[src/rtl/core/ccmc_ram.sv]
// Generic single-write, single-read RAM with registered read data.
module ccmc_ram #(
  parameter int WIDTH = 8,
  parameter int DEPTH = 64
) (
  input  logic                                   clk,
  input  logic                                   we,
  input  logic [(DEPTH > 1 ? $clog2(DEPTH) : 1)-1:0] waddr,
  input  logic [WIDTH-1:0]                       wdata,
  input  logic [(DEPTH > 1 ? $clog2(DEPTH) : 1)-1:0] raddr,
  output logic [WIDTH-1:0]                       rdata
);

  logic [WIDTH-1:0] mem [DEPTH];

  // Write port and registered read port
  always_ff @(posedge clk) begin
    if (we) begin
      mem[waddr] <= wdata;
    end
    rdata <= mem[raddr];
  end

endmodule

[config.mk]
export PLATFORM = sky130hd
export DESIGN_NAME = ccmc_ram
export DESIGN_NICKNAME = d
export VERILOG_FILES = /design/src/rtl/core/ccmc_ram.sv
export SDC_FILE = /design/constraint.sdc
export NUM_CORES = 1
export LEC_CHECK = 0
export BUFFER_PORTS_ARGS = -buffer_cell sky130_fd_sc_hd__buf_2
export CAP_MARGIN = 20
export CORE_MARGIN = 8
export CORE_UTILIZATION = 55
export CTS_BUF_LIST = sky130_fd_sc_hd__clkbuf_4
export DETAILED_ROUTE_END_ITERATION = 8
export MAX_ROUTING_LAYER = met4
export PLACE_DENSITY = 0.68
export SYNTH_ARGS = -nofsm -noshare
export SYNTH_HDL_FRONTEND = slang
export SYNTH_SLANG_ARGS = --single-unit
[constraint.sdc]
create_clock -name clk -period 3.71 [get_ports clk]
set_clock_uncertainty 0.15 [all_clocks]
set_input_delay 0.1855 -clock clk [delete_from_list [all_inputs] [get_ports clk]]
set_output_delay 0.1855 -clock clk [all_outputs]
set_load 0.01 [all_outputs]
==> impl_metrics.yaml <==
job:
  max-cap-violations: 0
synth:
  synth_top_area_share_pct: 76.24
  post_synth_num_cell_types: 40
  synth_area_per_cell_sq_um: 21.45
  syn_area_sq_um: 20170
  syn_nets: 962
  synth_seq_cells: 520
  ys_warn_count: 0
  yosysMostFrequentCell: "edfxtp_1"
  yosys-top-cells-area: "edfxtp_1 76%, mux4_2 14%, nor2_1 1.5%, mux2i_1 1.1%, dfxtp_1 0.79%"
  yosys.area.top_type: "edfxtp_1"
  synthTopCellsByCount: "512 x edfxtp_1, 126 x mux4_2, 83 x nor2_1"
  synthArstFlopShare_pct: 0
  synthFlopType: "edfxtp_1"
  synthCells: 940
  seq_area_frac_synth_pct: 77.03
  synth_enable_flop_cells: 512
floorplanning:
  fp.dieH_um: 207.5
  die-area_sq_um: 43050
  num_io_pins: 30
  row_count: 70
  coreArea_sq_um: 36350
  start_util_pct: 55.48
  fp.dieW_um: 207.5
sta:
  max_freq_ghz: 0.3805
  worst_slew_pin_slew_ns: 0.9648
  slew_headroom_pct: 35.45
  period_needed_ns: 2.628
  setup_violations: 0
  finalHoldViolCount: 0
  finalMaxSlewViolations: 0
  finalCritPeriodShare_pct: 70.84
  rsz0062_at_grt: "false"
  setup_tns_ns: 0
critical_path:
  slowest_stage: "dlygate4sd3_1"
  critPathTopFamily: "multiplexers"
  crit_fanout: 1
  cp.arrival_ns: 3.16
  timing.rr.start: "mem[14][0]$_DFFE_PP_"
  critPathCaptureType: "flip-flop"
  path_cells: "mux4_2, mux4_2, nor2_1, nor3_1, o2bb2ai_1, dlygate4sd3_1"
  cp-start-kind: "flip-flop"
  timing.rr.end: "rdata[0]$_DFF_P_"
  path_class: "flip-flop to flip-flop"
  worst_ep_required_time_ns: 4.24
  critPathMaxStageDelay_ns: 0.57
  critical_path.most_common_cell: "mux4_2"
  r2r_cells: 6
  path_buf_inv: 1
  r2r_slack_ns: 1.08
global_route:
  grt_pass1_vias: 10343
  grt_pass1_wl_um: 64930
  track_usage_pct: 21.02
  grt.overflow.total: 0
  antenna_found_initial: 2
  grt_max_degree: 65
cells_and_area:
  nNetsFinal: 1113
  fill_cells: 2543
  layout.cells.non_filler: 1655
  syn2layout_area_growth_pct: 12.74
  finish.utilization_pct: 62.55
  drive_gt1_share_pct: 33.50
  final_cell_area_sq_um: 22740
power:
  p_total_mw: 11.88
  leakagePower_nw: 7.293
  peakVddDrop_uv: 287.4
  cellPowerDensity_nw_per_um2: 522.5
route:
  post_drt_wl_per_cell_um: 26.07
  drc: 0
  drtIter0Drc: 866
  ant_nets: 0
  wl_um: 43140
  drtPass1Iterations: 5
  vias: 9988
  viasPerCell: 6.035
cts:
  cts.repair.resized: 0
  htree_levels: 4
  path_clk_slew_ns: 0.07
  cts_buffers: 130
  clock_path_buffers: 3
  cts-root-buf: "clkbuf_4"
  clock_latency_ns: 0.80
  cts_sinks: 520
  cts_tree: "built"
placement:
  placed_area_sq_um: 20780
  port_buffers: 29
  place_congestion: 0.8108
  placedCellCount: 1403
  place_hpwl_um: 25560
min_path:
  hold_path_depth: 3
  hold_class: "input port to flip-flop"
  min_from: "waddr[3]"
  holdPathEnd: "mem[10][5]$_DFFE_PP_"
outcome:
  status: "complete, no violations"
-- placed cells by master, fill, tap and decap left out, types with 13 or more instances in the layout --
cell / instances
nor2b_1: 14
mux4_2: 126
nand3_1: 13
mux2_2: 13
clkinv_1: 21
nor2_1: 83
edfxtp_1: 512
clkbuf_4: 191
buf_4: 14
buf_2: 26
nand2_1: 19
mux2i_1: 23
dlygate4sd3_1: 19
-- repair_timing --
action | 4_1_cts | 5_1_grt
endpoints found under the hold margin | 156 | 192
hold buffers | 16 | 3
buffers inserted | 0 | 0
-- per-layer routing --
metal / track usage, % / wire, um
met5: - / 0
met4: 8.307 / 1176
met3: 4.635 / 3112
met1: 28.06 / 18160
met2: 31.59 / 20700
-- sequential cells by signal (all words and copies together) (netlist names) --
signal / cells
mem: 512
rdata: 8
-- worst max-delay path by stage --
stage / start / slack, ns / end / depth (start not counted)
4_1_cts: mem[14][0]$_DFFE_PP_ / 1.09 / rdata[0]$_DFF_P_ / 6
6_report: mem[14][0]$_DFFE_PP_ / 1.08 / rdata[0]$_DFF_P_ / 6
3_3_place_gp: raddr[0] / 0.93 / rdata[6]$_DFF_P_ / 7
3_5_place_dp: raddr[0] / 0.94 / rdata[6]$_DFF_P_ / 7
2_1_floorplan: raddr[1] / 1.71 / rdata[3]$_DFF_P_ / 7
5_1_grt: mem[14][0]$_DFFE_PP_ / 1.01 / rdata[0]$_DFF_P_ / 6
-- final cells by class --
class | instances | area (sq um) | share of cell area [%]
Tap cell | 468 | 585.6 | 2.576
Sequential cell | 520 | 15530 | 68.33
Antenna cell | 2 | 5.005 | 0.02201
Multi-Input combinational cell | 369 | 4315 | 18.98
Clock buffer | 191 | 1434 | 6.307
Clock inverter | 35 | 221.5 | 0.9741
Timing Repair Buffer | 70 | 639.4 | 2.812
-- power breakdown --
| part | total, mW | leakage [nW] | internal, mW | switching, mW |
|---|---|---|---|---|
| logic | 0.611 | 1.63 | 0.247 | 0.365 |
| clock network | 4.75 | 0.992 | 2.57 | 2.18 |
| registers | 6.52 | 4.67 | 6.50 | 0.0196 |
-- logic make-up (layout without fill, tap and decap cells) --
logic type	Yosys count	count (layout)	synth area share, %
AO/OA/AOI/OAI	54	54	2.072
other	0	2	0
flip-flops	520	520	77.03
buffers and inverters	51	296	1.570
multiplexers	162	162	15.94
AND/OR/NAND/NOR	153	153	3.387
-- metrics by stage --
step	setup WS (ns)	hold WS, ns
after global placement	0.9347	0.4629
after global routing	1.008	0.08088
after floorplan	1.707	0.1344
after detailed placement	0.9397	0.4774
after CTS	1.093	0.0001712
final	1.082	0.1120
-- worst register-to-register path: cells and delay by family (launching register included) --
kind | cells | cell delay, ns
simple gates | 2 | 0.35
compound gates | 1 | 0.13
mux | 2 | 0.95
flops | 1 | 0.39
buf+inv | 1 | 0.57
Power figures use the tool's default switching activity.
