**config.mk**
```make
export PLATFORM = sky130hd
export DESIGN_NAME = ccmc_div
export DESIGN_NICKNAME = d
export VERILOG_FILES = /design/src/rtl/core/ccmc_pkg.sv /design/src/rtl/core/ccmc_div.sv
export SDC_FILE = /design/constraint.sdc
export NUM_CORES = 1
export LEC_CHECK = 0
export ABC_AREA = 1
export BUFFER_PORTS_ARGS = -buffer_cell sky130_fd_sc_hd__buf_2
export CORE_ASPECT_RATIO = 0.8
export CORE_UTILIZATION = 50
export DETAILED_ROUTE_END_ITERATION = 8
export GPL_TIMING_DRIVEN = 0
export PLACE_DENSITY = 0.73
export SLEW_MARGIN = 20
export SYNTH_ARGS = -nofsm -noshare
export SYNTH_HDL_FRONTEND = slang
export SYNTH_SLANG_ARGS = --single-unit
```
**constraint.sdc**
```tcl
create_clock -name clk -period 4.1 [get_ports clk]
set_input_delay 0.82 -clock clk [delete_from_list [all_inputs] [get_ports clk]]
set_output_delay 0.82 -clock clk [all_outputs]
set_load 0.005 [all_outputs]
```
**src/rtl/core/ccmc_pkg.sv**
```systemverilog
// Shared types and constants for the color code module classifier.
package ccmc_pkg;

  // Configuration port
  localparam int CFG_IDX_W  = 2;
  localparam int CFG_DATA_W = 8;
  localparam logic [CFG_IDX_W-1:0] CFG_CODE_SIDE     = 2'd0;
  localparam logic [CFG_IDX_W-1:0] CFG_MODULE_PIXELS = 2'd1;
  localparam logic [CFG_IDX_W-1:0] CFG_SAT_THRESHOLD = 2'd2;

  localparam int SIDE_W = 4;
  localparam int MPIX_W = 6;
  localparam int CH_W   = 8;

  localparam logic [SIDE_W-1:0] SIDE_RESET = 4'd8;
  localparam logic [SIDE_W-1:0] SIDE_MIN   = 4'd4;
  localparam logic [MPIX_W-1:0] MPIX_RESET = 6'd8;
  localparam logic [CH_W-1:0]   SAT_RESET  = 8'd10;

  // Per-module accumulator word: {count, v, s, h}
  localparam int SUM_W  = 18;
  localparam int CNT_W  = 11;
  localparam int WORD_W = 3 * SUM_W + CNT_W;
  localparam int DIST_W = 18;
  localparam int SQ_W   = 2 * CH_W;
  localparam int DIV_CNT_W = $clog2(SUM_W);

  // Channel selects
  localparam logic [1:0] CH_H = 2'd0;
  localparam logic [1:0] CH_S = 2'd1;
  localparam logic [1:0] CH_V = 2'd2;

  typedef enum logic [3:0] {
    S_PIX,   // wait for a pixel beat
    S_UPD,   // write back module sums
    S_FRD,   // read one module's sums
    S_FLD,   // load sums, start averaging
    S_DIV,   // three serial divisions
    S_AVG,   // palette fill or start distance search
    S_MUL,   // square one channel difference
    S_ACC,   // accumulate and compare
    S_OUT    // present one result beat
  } ccmc_state_t;

  typedef struct packed {
    logic             start;
    logic [SUM_W-1:0] dividend;
    logic [CNT_W-1:0] divisor;
  } ccmc_div_req_t;

  typedef struct packed {
    logic             done;
    logic [SUM_W-1:0] quotient;
  } ccmc_div_rsp_t;

endpackage

```
**src/rtl/core/ccmc_div.sv**
```systemverilog
// Restoring serial divider: one quotient bit per cycle.
module ccmc_div import ccmc_pkg::*; (
  input  logic          clk,
  input  logic          rst_n,
  input  ccmc_div_req_t req,
  output ccmc_div_rsp_t rsp
);

  logic [CNT_W-1:0]     rem_r, rem_nxt;
  logic [SUM_W-1:0]     quo_r, quo_nxt;
  logic [CNT_W-1:0]     dvs_r;
  logic [DIV_CNT_W-1:0] cnt_r;
  logic                 busy_r, done_r;
  logic [CNT_W:0]       trial;
  logic                 fits;

  // One restoring step
  always_comb begin
    trial   = {rem_r, quo_r[SUM_W-1]};
    fits    = trial >= {1'b0, dvs_r};
    rem_nxt = fits ? CNT_W'(trial - {1'b0, dvs_r}) : trial[CNT_W-1:0];
    quo_nxt = {quo_r[SUM_W-2:0], fits};
  end

  // Control
  always_ff @(posedge clk) begin
    if (!rst_n) begin
      busy_r <= 1'b0;
      done_r <= 1'b0;
      cnt_r  <= '0;
    end else begin
      done_r <= 1'b0;
      if (req.start) begin
        busy_r <= 1'b1;
        cnt_r  <= '0;
      end else if (busy_r) begin
        cnt_r <= cnt_r + 1'b1;
        if (cnt_r == DIV_CNT_W'(SUM_W - 1)) begin
          busy_r <= 1'b0;
          done_r <= 1'b1;
        end
      end
    end
  end

  // Datapath
  always_ff @(posedge clk) begin
    if (req.start) begin
      rem_r <= '0;
      quo_r <= req.dividend;
      dvs_r <= req.divisor;
    end else if (busy_r) begin
      rem_r <= rem_nxt;
      quo_r <= quo_nxt;
    end
  end

  assign rsp.done     = done_r;
  assign rsp.quotient = quo_r;

endmodule
```
==> impl_metrics.ini <==
[worst_setup_path]
cp_slowest_cell = fa_1
path_class = register to register
cpPeakStageDelay_ns = 0.41
crit_path_frequent_cell = nand3_1
crit_family = simple AND/OR/NAND/NOR gates
timing.critical_path.required_ns = 4.30
path_cells = inv_1, ha_1, fa_1, inv_1, nand3_1, nand3_1, nand2_2, nand4_4, buf_12, nand3_2, nand3_1, nand2_1
worstPathArrival_ns = 2.32
crit_path_start_kind = register
crit_buf_inv = 3
cp-end-kind = register
worst-path-max-fanout = 10

[synth]
synth.distinct_cells = 33
postSynthAreaPerCell_um2 = 8.02
synth-simple-area-share = 0.343
synth_top_family_by_area = simple AND/OR/NAND/NOR gates
muxShareOfSynthArea = 0
yosysWarnings = 0
synth_xor_xnor_area_share = 0.00958
yosysSeqAreaShare = 0.449
syn_area_um2 = 2740
netlist_instances = 342
synth_fp_nets = 388
synth_compound_area_frac = 0.0224
synth-edff-count = 29
ys.flop_type = edfxtp_1
async_flop_share = 0
synth_seq_cells = 47
synthAdderAreaFrac = 0.0666

[timing]
hold_viol = 0
rsz0062_at_grt = false
fmax_mhz = 472
layout_min_cycle_time_ns = 2.12
final_max_slew_viol_count = 0
relSlewSlack = 0.515
hold_ws_ns = 0.481
fin_crit_sh = 0.517
final-setup-viol-count = 0
worstMarginPinSlew_ns = 0.727
tns_ns = 0
clock_skew_ns = 0.0125

[power]
swShare = 0.273
p_total_uw = 992
power_leakage_uw = 0.00163
ir_worst_vdd_mv = 0.205
pwr-share-seq = 0.556
power_frac_clock = 0.291
p_comb_frac = 0.153
intPower_uw = 721
netSwitchingPower_uw = 271
powerDensity_nw_per_um2 = 314

[cells_and_area]
syn_to_final_growth_pct = 15.2
mostFrequentLayoutCell = nand2_1
layout-drive-gt1-share = 0.225
antenna_cells = 0
fin_nets = 445
nFillCells = 482
final_cell_mix = 118 x nand2_1, 51 x inv_1, 51 x buf_2

[clock_tree]
cts_root_buf = clkbuf_8
htree_levels = 2
cts.sinks = 47
cts_buffers = 5
cts_setup_buffers = 0
cts_resized = 0
cts_tree = built
cts_buffer_depth = 2
worstSkewPairLatency_ns = 0.30
hold_buffers = 0
cts.clk_slew.worst_paths_ns = 0.10

[run]
drv_cap = 0

[placement]
io_buffers = 50
gp_congestion = 0.853
hpwl_um = 4270

[grt]
grt_start_max_net_pins = 20
track_usage = 0.215
grt_pass1_wl_um = 9460
grt_pass1_vias = 2149
grt_remaining_overflow = 0
antenna_found_initial = 0

[die]
row_count = 23
die-area_um2 = 5780
dieHeight_um = 68.2
design.core.area_um2 = 5150
die_width_um = 84.8
start_util = 0.532
ioPinCount = 51

[route]
first_iter_violations = 137
wl_met3_um = 274
routedLengthMet1_um = 2800
top_layer = met4
via_per_inst = 5.04
drc_errors = 0
ant_nets = 0
met2_length_um = 2550
vias = 2330
first_pass_iters = 6
wl_per_cell_um = 12.3
wl_um = 5660

[run_status]
status = completed

[min_path]
min_path_type = register to register
-- logic make-up (layout without fill, tap and decap cells) --
group           Yosys count  after routing
compound gates           11             11
xor+xnor                  3              3
fa+ha+maj                14             14
buf+inv                  65            123
flops                    47             47
simple gates            202            202
-- synthesized netlist by cell type (2+ instances only) --
cell	instances	area, µm²
nand2_1	118	443
inv_1	51	191
edfxtp_1	29	871
nand3_1	28	140
dfxtp_1	18	360
nand2_2	14	87.6
nand4_1	14	87.6
ha_1	13	163
nor2_1	12	45.0
a21oi_1	7	35.0
nand3_2	5	50.1
clkbuf_1	4	15.0
nor3_1	4	20.0
buf_6	2	22.5
inv_2	2	7.51
nor2_2	2	12.5
o21ai_0	2	10.0
xnor2_1	2	17.5
-- layout make-up --
class,count,area (µm²),share of cell area
Tap cell,62,77.6,0.0246
Inverter,54,203,0.0642
Clock inverter,2,15.0,0.00476
Timing Repair Buffer,50,250,0.0793
Buffer,11,96.3,0.0305
Clock buffer,6,72.6,0.0230
Sequential cell,47,1230,0.390
Multi-Input combinational cell,230,1210,0.384
-- final timing paths --
path / start / to / slack [ns] / cells after the start
hold / removal: rem_r[10] / rem_r[10] / 0.48 / 2
setup / recovery: quo_r[17] / rem_r[6] / 1.98 / 12
hold reg to reg: rem_r[10] / rem_r[10] / 0.48 / 2
setup reg to reg: quo_r[17] / rem_r[6] / 1.98 / 12
-- power by group through the flow --
stage / combinational, µW / clock [µW] / sequential [µW]
5_1_grt: 171 / 310 / 556
4_1_cts: 152 / 296 / 552
3_5_place_dp: 152 / 0 / 562
3_3_place_gp: 148 / 0 / 562
2_1_floorplan: 92.8 / 0 / 562
6_report: 151 / 289 / 552
-- worst min-delay path, stage by stage (launching register included) --
cell and delay, ns:
dfxtp_1 0.34, nand2_1 0.07, nand2_1 0.04
-- state kept, by name, indices dropped and copies added (netlist names) --
signal  flops
dvs_r      11
rem_r      11
cnt_r       5
busy_r      1
quo_r      18
done_r      1
-- metrics by stage --
stage / instances / setup slack, ns / utilization / instance area, µm²
finish: 462 / 1.98 / 0.613 / 3160
global route: 462 / 1.82 / 0.613 / 3160
CTS: 462 / 1.98 / 0.613 / 3160
detailed placement: 454 / 1.85 / 0.596 / 3070
global placement: 454 / 1.88 / 0.596 / 3070
floorplan: 342 / 2.23 / - / 2740
-- layer usage --
metal	track usage	up-vias
li1	-	1209
met1	0.284	1061
met2	0.364	55
met3	0.0446	5
met4	0.0614	0
met5	0	-
Power figures use the tool's default switching activity.
